--- config.mk ---
export PLATFORM = sky130hd
export DESIGN_NAME = stack_machine_data_stack_alu
export DESIGN_NICKNAME = d
export VERILOG_FILES = /design/src/rtl/smdsa_pkg.sv /design/src/rtl/smdsa_ram.sv /design/src/rtl/smdsa_div.sv /design/src/rtl/stack_machine_data_stack_alu.sv
export SDC_FILE = /design/constraint.sdc
export NUM_CORES = 2
export LEC_CHECK = 0
export BUFFER_PORTS_ARGS = -buffer_cell sky130_fd_sc_hd__buf_2
export CAP_MARGIN = 20
export CORE_ASPECT_RATIO = 0.7
export CORE_UTILIZATION = 25
export DETAILED_ROUTE_END_ITERATION = 8
export PLACE_DENSITY_LB_ADDON = 0.08
export SYNTH_ARGS = -nofsm -noshare
export SYNTH_HDL_FRONTEND = slang
export SYNTH_HIERARCHICAL = 1
export SYNTH_SLANG_ARGS = --single-unit
--- constraint.sdc ---
create_clock -name clk -period 9.13 [get_ports clk]
set_clock_uncertainty 0.1 [all_clocks]
set_input_delay 0 -clock clk [delete_from_list [all_inputs] [get_ports clk]]
set_output_delay 0 -clock clk [all_outputs]
set_load 0.05 [all_outputs]
--- src/rtl/smdsa_pkg.sv ---
// smdsa_pkg: types, codes and constants of the data stack alu
// used by every module of the block, no dependencies
`timescale 1ns / 1ps

package smdsa_pkg;

	localparam int STACK_DEPTH = 64;
	localparam int CELL_W = 32;
	localparam int ADDR_W = $clog2(STACK_DEPTH);
	localparam int SP_W = $clog2(STACK_DEPTH + 1);

	typedef logic [CELL_W-1:0] cell_t;
	typedef logic [SP_W-1:0] sp_t;
	typedef logic [ADDR_W-1:0] addr_t;

	typedef enum logic [4:0] {
		CMD_PUSH = 5'd0, CMD_DUP = 5'd1, CMD_DROP = 5'd2, CMD_SWAP = 5'd3,
		CMD_OVER = 5'd4, CMD_ROT = 5'd5, CMD_ADD = 5'd6, CMD_SUB = 5'd7,
		CMD_MUL = 5'd8, CMD_DIV = 5'd9, CMD_MOD = 5'd10, CMD_LAND = 5'd11,
		CMD_LOR = 5'd12, CMD_LNOT = 5'd13, CMD_BAND = 5'd14, CMD_BOR = 5'd15,
		CMD_BXOR = 5'd16, CMD_BNOT = 5'd17, CMD_EQ = 5'd18, CMD_NE = 5'd19,
		CMD_LT = 5'd20, CMD_LE = 5'd21, CMD_GT = 5'd22, CMD_GE = 5'd23,
		CMD_ARGC = 5'd24
	} cmd_t;

	typedef enum logic [1:0] {
		ST_OK = 2'd0, ST_UNDER = 2'd1, ST_OVER = 2'd2, ST_DIVZ = 2'd3
	} status_t;

	typedef enum logic [3:0] {
		S_IDLE, S_RD_X2, S_RD_X3, S_RD_WAIT, S_EXEC, S_MUL, S_DIV, S_WR, S_RESP
	} state_t;

	typedef struct packed {
		logic [4:0] cmd;
		logic signed [31:0] literal;
	} in_req_t;

	typedef struct packed {
		logic [1:0] status;
		logic signed [31:0] top_value;
		logic [6:0] stack_depth;
	} out_rsp_t;

	typedef struct packed {
		logic we;
		addr_t waddr;
		cell_t wdata;
		logic re;
		addr_t raddr;
	} ram_req_t;

	function automatic logic [1:0] cmd_need(input logic [4:0] cmd);
		unique case (cmd)
			CMD_PUSH, CMD_ARGC: cmd_need = 2'd0;
			CMD_DUP, CMD_DROP, CMD_LNOT, CMD_BNOT: cmd_need = 2'd1;
			CMD_ROT: cmd_need = 2'd3;
			CMD_SWAP, CMD_OVER, CMD_ADD, CMD_SUB, CMD_MUL, CMD_DIV, CMD_MOD,
			CMD_LAND, CMD_LOR, CMD_BAND, CMD_BOR, CMD_BXOR, CMD_EQ, CMD_NE,
			CMD_LT, CMD_LE, CMD_GT, CMD_GE: cmd_need = 2'd2;
			default: cmd_need = 2'd0;
		endcase
	endfunction

	function automatic logic [1:0] cmd_give(input logic [4:0] cmd);
		unique case (cmd)
			CMD_DROP: cmd_give = 2'd0;
			CMD_DUP, CMD_SWAP: cmd_give = 2'd2;
			CMD_OVER, CMD_ROT: cmd_give = 2'd3;
			CMD_PUSH, CMD_ARGC, CMD_LNOT, CMD_BNOT, CMD_ADD, CMD_SUB, CMD_MUL,
			CMD_DIV, CMD_MOD, CMD_LAND, CMD_LOR, CMD_BAND, CMD_BOR, CMD_BXOR,
			CMD_EQ, CMD_NE, CMD_LT, CMD_LE, CMD_GT, CMD_GE: cmd_give = 2'd1;
			default: cmd_give = 2'd0;
		endcase
	endfunction

endpackage

--- src/rtl/smdsa_ram.sv ---
// smdsa_ram: stack cell memory, one write and one registered read port
// depends on smdsa_pkg
`timescale 1ns / 1ps

module smdsa_ram (
	input logic clk,
	input smdsa_pkg::ram_req_t req,
	output smdsa_pkg::cell_t rdata
);
	import smdsa_pkg::*;

	cell_t mem [STACK_DEPTH];

	always_ff @(posedge clk) begin
		if (req.we) begin
			mem[req.waddr] <= req.wdata;
		end
		if (req.re) begin
			rdata <= mem[req.raddr];
		end
	end

endmodule

--- src/rtl/smdsa_div.sv ---
// smdsa_div: iterative signed divider, one quotient bit per cycle
// depends on smdsa_pkg
`timescale 1ns / 1ps

module smdsa_div (
	input logic clk,
	input logic arst_n,
	input logic start,
	input smdsa_pkg::cell_t dividend,
	input smdsa_pkg::cell_t divisor,
	output logic done,
	output smdsa_pkg::cell_t quo,
	output smdsa_pkg::cell_t rem
);
	import smdsa_pkg::*;

	localparam int CNT_W = $clog2(CELL_W);

	logic busy_q;
	logic done_q;
	logic [CNT_W-1:0] cnt_q;
	logic [CELL_W:0] rem_q;
	cell_t quo_q;
	cell_t b_q;
	logic qneg_q;
	logic rneg_q;
	logic [CELL_W:0] trial;
	logic fits;

	assign trial = {rem_q[CELL_W-1:0], quo_q[CELL_W-1]};
	assign fits = trial >= {1'b0, b_q};

	always_ff @(posedge clk or negedge arst_n) begin
		if (!arst_n) begin
			busy_q <= 1'b0;
			done_q <= 1'b0;
			cnt_q <= '0;
		end else begin
			done_q <= 1'b0;
			if (start) begin
				busy_q <= 1'b1;
				cnt_q <= '0;
			end else if (busy_q) begin
				cnt_q <= cnt_q + 1'b1;
				if (cnt_q == CNT_W'(CELL_W - 1)) begin
					busy_q <= 1'b0;
					done_q <= 1'b1;
				end
			end
		end
	end

	always_ff @(posedge clk) begin
		if (start) begin
			rem_q <= '0;
			quo_q <= dividend[CELL_W-1] ? cell_t'(-dividend) : dividend;
			b_q <= divisor[CELL_W-1] ? cell_t'(-divisor) : divisor;
			qneg_q <= dividend[CELL_W-1] ^ divisor[CELL_W-1];
			rneg_q <= dividend[CELL_W-1];
		end else if (busy_q) begin
			rem_q <= fits ? (trial - {1'b0, b_q}) : trial;
			quo_q <= {quo_q[CELL_W-2:0], fits};
		end
	end

	assign done = done_q;
	assign quo = qneg_q ? cell_t'(-quo_q) : quo_q;
	assign rem = rneg_q ? cell_t'(-rem_q[CELL_W-1:0]) : rem_q[CELL_W-1:0];

`ifndef SYNTH
	a_done_after_busy: assert property (@(posedge clk) disable iff (!arst_n)
		done |-> $past(busy_q)) else $error("divider done without run");
	a_no_restart: assert property (@(posedge clk) disable iff (!arst_n)
		done |-> !busy_q) else $error("divider busy after done");
	a_fits_rem: assert property (@(posedge clk) disable iff (!arst_n)
		done |-> rem_q < {1'b0, b_q} || b_q == '0) else $error("remainder too large");
`endif

endmodule

--- src/rtl/stack_machine_data_stack_alu.sv ---
// stack_machine_data_stack_alu: sequencer for one word per request
// a word reads its second and third operand from ram where it needs them, runs exec, then a mul
// step or the iterative divider, then writes each result cell in turn and responds; a rejected
// word goes straight to the response; one request in flight, none taken before the response
// reset clears stack pointer, cached top cell and argument count; cells stay unwritten
// depends on smdsa_pkg, smdsa_ram, smdsa_div
`timescale 1ns / 1ps

module stack_machine_data_stack_alu (
	input logic clk,
	input logic arst_n,
	input logic cfg_we,
	input logic [7:0] cfg_data,
	input logic in_valid,
	output logic in_stall,
	input smdsa_pkg::in_req_t in_req,
	output logic out_valid,
	input logic out_stall,
	output smdsa_pkg::out_rsp_t out_rsp
);
	import smdsa_pkg::*;

	state_t state_q, state_d;
	logic [7:0] argc_q;
	sp_t sp_q;
	cell_t top_q;
	logic [4:0] cmd_q;
	cell_t lit_q;
	status_t status_q;
	sp_t base_q;
	logic [1:0] give_q;
	logic [1:0] wr_idx_q;
	logic rd2_q, rd3_q, run_q;
	cell_t x2_q, x3_q;
	cell_t w_q [3];
	cell_t drop_top_q;
	logic [CELL_W-1:0] prod_q;
	logic out_valid_q;
	out_rsp_t out_q;

	logic accept;
	logic [1:0] need;
	logic [1:0] give;
	logic under, over, divz, nop;
	logic [SP_W:0] depth_after;
	logic [2*CELL_W-1:0] prod_full;
	cell_t alu;
	logic lt_ab, lt_ba;
	ram_req_t ram_req;
	cell_t rdata;
	logic div_start, div_done;
	cell_t div_quo, div_rem;

	smdsa_ram u_ram (.clk(clk), .req(ram_req), .rdata(rdata));

	smdsa_div u_div (
		.clk(clk), .arst_n(arst_n), .start(div_start), .dividend(x2_q),
		.divisor(top_q), .done(div_done), .quo(div_quo), .rem(div_rem)
	);

	assign in_stall = state_q != S_IDLE;
	assign accept = in_valid && !in_stall;
	assign need = cmd_need(in_req.cmd);
	assign give = cmd_give(in_req.cmd);
	assign nop = in_req.cmd > 5'(CMD_ARGC);
	assign under = sp_q < SP_W'(need);
	assign depth_after = {1'b0, sp_q} - (SP_W + 1)'(need) + (SP_W + 1)'(give);
	assign over = depth_after > (SP_W + 1)'(STACK_DEPTH);
	assign divz = (in_req.cmd == CMD_DIV || in_req.cmd == CMD_MOD) && top_q == '0;

	assign prod_full = x2_q * top_q;
	assign lt_ab = $signed(x2_q) < $signed(top_q);
	assign lt_ba = $signed(top_q) < $signed(x2_q);

	always_comb begin
		unique case (cmd_q)
			CMD_ADD: alu = x2_q + top_q;
			CMD_SUB: alu = x2_q - top_q;
			CMD_LAND: alu = cell_t'(x2_q != '0 && top_q != '0);
			CMD_LOR: alu = cell_t'(x2_q != '0 || top_q != '0);
			CMD_BAND: alu = x2_q & top_q;
			CMD_BOR: alu = x2_q | top_q;
			CMD_BXOR: alu = x2_q ^ top_q;
			CMD_EQ: alu = cell_t'(x2_q == top_q);
			CMD_NE: alu = cell_t'(x2_q != top_q);
			CMD_LT: alu = cell_t'(lt_ab);
			CMD_LE: alu = cell_t'(!lt_ba);
			CMD_GT: alu = cell_t'(lt_ba);
			CMD_GE: alu = cell_t'(!lt_ab);
			CMD_LNOT: alu = cell_t'(top_q == '0);
			CMD_BNOT: alu = ~top_q;
			CMD_ARGC: alu = cell_t'(argc_q);
			default: alu = lit_q;
		endcase
	end

	// next state
	always_comb begin
		state_d = state_q;
		unique case (state_q)
			S_IDLE: begin
				if (accept) begin
					if (under || over || divz || nop) state_d = S_RESP;
					else if (need >= 2'd2 || (in_req.cmd == CMD_DROP && sp_q >= SP_W'(2)))
						state_d = S_RD_X2;
					else state_d = S_EXEC;
				end
			end
			S_RD_X2: state_d = rd3_q ? S_RD_X3 : S_RD_WAIT;
			S_RD_X3: state_d = S_RD_WAIT;
			S_RD_WAIT: state_d = S_EXEC;
			S_EXEC: begin
				if (cmd_q == CMD_MUL) state_d = S_MUL;
				else if (cmd_q == CMD_DIV || cmd_q == CMD_MOD) state_d = S_DIV;
				else state_d = S_WR;
			end
			S_MUL: state_d = S_WR;
			S_DIV: if (div_done) state_d = S_WR;
			S_WR: if (wr_idx_q == give_q) state_d = S_RESP;
			S_RESP: if (!out_valid_q || !out_stall) state_d = S_IDLE;
			default: state_d = S_IDLE;
		endcase
	end

	// outputs to ram and divider
	always_comb begin
		ram_req = '0;
		div_start = 1'b0;
		unique case (state_q)
			S_RD_X2: begin
				ram_req.re = 1'b1;
				ram_req.raddr = ADDR_W'(sp_q - SP_W'(2));
			end
			S_RD_X3: begin
				ram_req.re = 1'b1;
				ram_req.raddr = ADDR_W'(sp_q - SP_W'(3));
			end
			S_EXEC: div_start = cmd_q == CMD_DIV || cmd_q == CMD_MOD;
			S_WR: begin
				ram_req.we = wr_idx_q != give_q;
				ram_req.waddr = ADDR_W'(base_q + SP_W'(wr_idx_q));
				ram_req.wdata = w_q[wr_idx_q];
			end
			default: ;
		endcase
	end

	always_ff @(posedge clk or negedge arst_n) begin
		if (!arst_n) begin
			state_q <= S_IDLE;
			argc_q <= '0;
			sp_q <= '0;
			top_q <= '0;
			out_valid_q <= 1'b0;
			wr_idx_q <= '0;
		end else begin
			state_q <= state_d;
			if (cfg_we) argc_q <= cfg_data;
			if (state_q == S_IDLE) wr_idx_q <= '0;
			if (state_q == S_WR) begin
				if (wr_idx_q == give_q) begin
					sp_q <= base_q + SP_W'(give_q);
					top_q <= (give_q == 2'd0) ? drop_top_q : w_q[give_q - 2'd1];
				end else begin
					wr_idx_q <= wr_idx_q + 2'd1;
				end
			end
			if (state_q == S_RESP && (!out_valid_q || !out_stall)) out_valid_q <= 1'b1;
			else if (out_valid_q && !out_stall) out_valid_q <= 1'b0;
		end
	end

	always_ff @(posedge clk) begin
		unique case (state_q)
			S_IDLE: begin
				cmd_q <= in_req.cmd;
				lit_q <= cell_t'(in_req.literal);
				give_q <= give;
				base_q <= sp_q - SP_W'(need);
				rd3_q <= need == 2'd3;
				run_q <= !(under || over || divz || nop);
				drop_top_q <= '0;
				priority if (under) status_q <= ST_UNDER;
				else if (over) status_q <= ST_OVER;
				else if (divz) status_q <= ST_DIVZ;
				else status_q <= ST_OK;
			end
			S_RD_X3: x2_q <= rdata;
			S_RD_WAIT: begin
				if (rd3_q) x3_q <= rdata;
				else x2_q <= rdata;
			end
			S_EXEC: begin
				prod_q <= prod_full[CELL_W-1:0];
				drop_top_q <= (base_q != '0) ? x2_q : '0;
				unique case (cmd_q)
					CMD_DUP: begin
						w_q[0] <= top_q;
						w_q[1] <= top_q;
					end
					CMD_SWAP: begin
						w_q[0] <= top_q;
						w_q[1] <= x2_q;
					end
					CMD_OVER: begin
						w_q[0] <= x2_q;
						w_q[1] <= top_q;
						w_q[2] <= x2_q;
					end
					CMD_ROT: begin
						w_q[0] <= x2_q;
						w_q[1] <= top_q;
						w_q[2] <= x3_q;
					end
					default: w_q[0] <= alu;
				endcase
			end
			S_MUL: w_q[0] <= prod_q;
			S_DIV: if (div_done) w_q[0] <= (cmd_q == CMD_DIV) ? div_quo : div_rem;
			S_RESP: begin
				if (!out_valid_q || !out_stall) begin
					out_q.status <= status_q;
					out_q.top_value <= 32'(signed'(top_q));
					out_q.stack_depth <= 7'(sp_q);
				end
			end
			default: ;
		endcase
	end

	assign out_valid = out_valid_q;
	assign out_rsp = out_q;

`ifndef SYNTH
	a_sp_bound: assert property (@(posedge clk) disable iff (!arst_n)
		sp_q <= SP_W'(STACK_DEPTH)) else $error("stack pointer past depth");
	a_empty_top: assert property (@(posedge clk) disable iff (!arst_n)
		sp_q == '0 |-> top_q == '0) else $error("empty stack with nonzero top");
	a_leave_idle: assert property (@(posedge clk) disable iff (!arst_n)
		accept |=> state_q != S_IDLE) else $error("request accepted but idle");
	a_fail_keeps_sp: assert property (@(posedge clk) disable iff (!arst_n)
		state_q == S_RESP && !run_q |-> $stable(sp_q)) else $error("failed word moved sp");
`endif

endmodule
==> qor.txt <==
Worst R2R End = prod_q[31]$_DFFE_PP_
Slew Limit Fails = 0
Critical Path End Type = flop
Relative slew slack = 0.188
Status = complete, no violations
Grt ovf = 0
WP data required = 9.68 ns
Final WL = 539000 um
Min cycle time layout = 8.15 ns
Die ar. = 0.506 mm2
Clock-pin slew on the worst setup and hold paths = 0.06 ns
Setup TNS = 0 ns
#FFs+latches synth = 2553
Die height = 595 um
Layout cells sized above 1 = 0.186
Seq/Total Area, Yosys = 0.605
Area grow syn2layout = 16.9%
Vias per std cell = 5.04
Largest net degree at the start of global routing = 125
Hold WC Path Type = primary input to flop
TritonCTS clock tree = built
Routability cong. = 0.944
Hold Path Stages = 3
Post-synth EDFFs = 2460
Placed Area = 0.137 mm2
CTS root buffer = clkbuf_16
Post-synth top area share = 0.588
Ports = 93
Period utilisation layout = 0.893
Register area = 0.0760 mm2
Worst-Skew Late Latency = 0.94 ns
Buf+Inv Stages, Crit Path = 6
Filler cells = 50.1k
Delay-heaviest family, CP = adder cells
Number of nets with antenna violations after routing = 0
Non-Filler Instances = 15.7k
Final hold vios = 0
CP arrival = 8.70 ns
Hold path startpoint = in_req[35]
All-Layer GR Usage = 0.209
Ys flop type = edfxtp_1
PortBufs = 92
Cts hold-fix bufs = 105
Syn avg cell area = 14.9 um2
Register-to-Register Path Depth = 25
Number of remaining DRC errors = 0
Iteration-0 DRC Markers = 9370
CTS H-tree depth = 5
Dpl hpwl = 362000 um
Critical path type = flop to flop
Finish-stage setup viols = 0
Worst Hold End = give_q[1]$_DFFE_PP_
Cell variety after synth = 101
Synth area leaders = edfxtp_1 (59%), mux4_2 (9.7%), fa_1 (6.6%)
Initial Util = 0.252
Initial antenna violation count = 94
Reg2reg start = x2_q[7]$_DFFE_PP_
Max-cap violations = 0
Fmax = 123 MHz
Ys Warns = 6
R2r setup slk = 0.98 ns
CP dominant cell by count = fa_1
# rows = 217
Mapped Cells = 8412
CP Launch Type = flop
CP max stage cell = fa_1
Critical Path Max Stage Delay = 0.58 ns
CTS Buf Count = 290
Clk sink count = 2553
Mapped Area = 0.126 mm2
Avg WL per Cell = 34.3 um
Area of the multi-input gates = 0.0464 mm2
Number of global-route vias before repair = 78.7k
Crit-path max FO = 11
Unrepaired setup endpoints after global routing = no
Mapped Nets = 9196
Crit. path cell count = 25
First-pass GRT wire length = 725000 um
Synth area leader = edfxtp_1
Drt pass-1 iters = 7
Final Net Count = 9595
Post-cts gate resize count = 0
Tightest Pin Transition = 1.22 ns
Post-CTS Setup Repair Bufs = 0
Routed vias = 79.3k
Core ar. = 0.500 mm2
Placed cells = 15.1k
Ys async rst share = 0.0239
Clock Path Buffers = 4
Die width = 850 um
Design Area, Final = 0.147 mm2
==> flip-flops by register name, summed over array words and instances, names as in the netlist, 4 cells and up <==
register and count:
u_div/cnt_q 5, u_div/quo_q 32, sp_q 7, base_q 7, x3_q 32, x2_q 32
u_ram/mem 2048, state_q 4, u_div/rem_q 32, argc_q 8, prod_q 32, u_div/b_q 32
lit_q 32, u_ram/rdata 32, w_q 96, top_q 32, drop_top_q 32, cmd_q 5
out_rsp 41
==> worst max-delay path by stage <==
stage / from / end / slack [ns]
after detailed placement: x2_q[7]$_DFFE_PP_ / prod_q[31]$_DFFE_PP_ / 1.02
final: x2_q[7]$_DFFE_PP_ / prod_q[31]$_DFFE_PP_ / 0.98
after floorplan: top_q[2]$_DFFE_PN0P_ / prod_q[31]$_DFFE_PP_ / 1.48
after global placement: top_q[5]$_DFFE_PN0P_ / prod_q[31]$_DFFE_PP_ / 0.90
after CTS: top_q[5]$_DFFE_PN0P_ / prod_q[31]$_DFFE_PP_ / 1.00
after global routing: top_q[5]$_DFFE_PN0P_ / prod_q[31]$_DFFE_PP_ / 0.66
==> metrics by stage <==
stage                     setup slack (ns)  utilization  hold slack, ns
after global routing                 0.662        0.294           0.134
after floorplan                       1.48            -          -0.396
after CTS                             1.00        0.294          0.0605
after global placement               0.900        0.273         -0.0736
final                                0.978        0.294           0.140
after detailed placement              1.02        0.273         -0.0647
==> per-layer routing <==
layer / track usage / part of all wire
met2: 0.280 / 0.39
met5: 0 / 0.00015
met3: 0.0485 / 0.083
met1: 0.337 / 0.51
met4: 0.0378 / 0.018
==> cells by family (layout without fill, tap and decap cells) <==
family,after synthesis,in the layout,synth area share
other,0,23,0
multiplexers,793,793,0.118
buffers and inverters,1073,1696,0.0341
AND/OR/NAND/NOR,1773,1773,0.0626
flip-flops,2553,2553,0.605
adder cells (fa/ha/maj),734,734,0.0979
AO/OA/AOI/OAI,1222,1222,0.0645
XOR/XNOR,264,264,0.0184
==> cell type report <==
class	count	area share
sequential	2553	0.518
multi-input combinational	4786	0.316
tap	6679	0.0569
clock buffer	359	0.0522
timing repair buffer	599	0.0326
inverter	581	0.0148
clock inverter	157	0.00991
antenna	23	0.000392
==> synthesized netlist by cell type, drive strengths merged, types with 23 or more instances <==
cell and instances:
a211oi 93, a21o 34, a21oi 332, a221oi 31
a22oi 23, a311oi 26, a31oi 36, and2 46
buf 173, clkbuf 319, dfrtp 61, dfxtp 32
edfxtp 2460, fa 416, ha 318, inv 567
mux2 41, mux2i 208, mux4 544, nand2 562
nand2b 44, nand3 65, nand4 30, nor2 746
nor2b 44, nor3 60, nor4 30, o211ai 38
o21ai 202, o21bai 25, o221ai 51, o22ai 109
o31ai 49, o41ai 24, or3 36, or4 25
xnor2 188, xor2 76
==> layout by cell type (no fill, tap or decap), types with 28 or more instances in the layout <==
cell type and instances:
dfxtp_1 32, a211oi_1 91, a21oi_1 328, o31ai_1 48
nor2_4 99, buf_4 380, and2_1 46, clkinv_1 79
inv_1 560, nor4_1 30, o211ai_1 38, fa_1 416
nor3_1 54, xnor2_1 188, mux2i_1 208, mux4_2 544
a21o_1 34, clkbuf_16 297, dfrtp_1 52, nand4_1 29
nand3_1 63, a31oi_1 36, or3_1 35, mux2_2 41
buf_2 91, clkbuf_1 62, nor2b_1 41, o221ai_1 51
edfxtp_1 2460, ha_1 317, nor2_1 641, xor2_1 75
o22ai_1 102, nand2_1 560, a221oi_1 28, o21ai_0 183
clkinv_2 41, nand2b_1 38, dlygate4sd3_1 104
==> worst min-delay path, delay by kind of cell <==
family	cells	cell delay, ns
buf+inv	2	0.78
simple gates	1	0.14
Power is not shown: default switching activity piles up to over one toggle a cycle in this logic, so the estimate is an artifact.
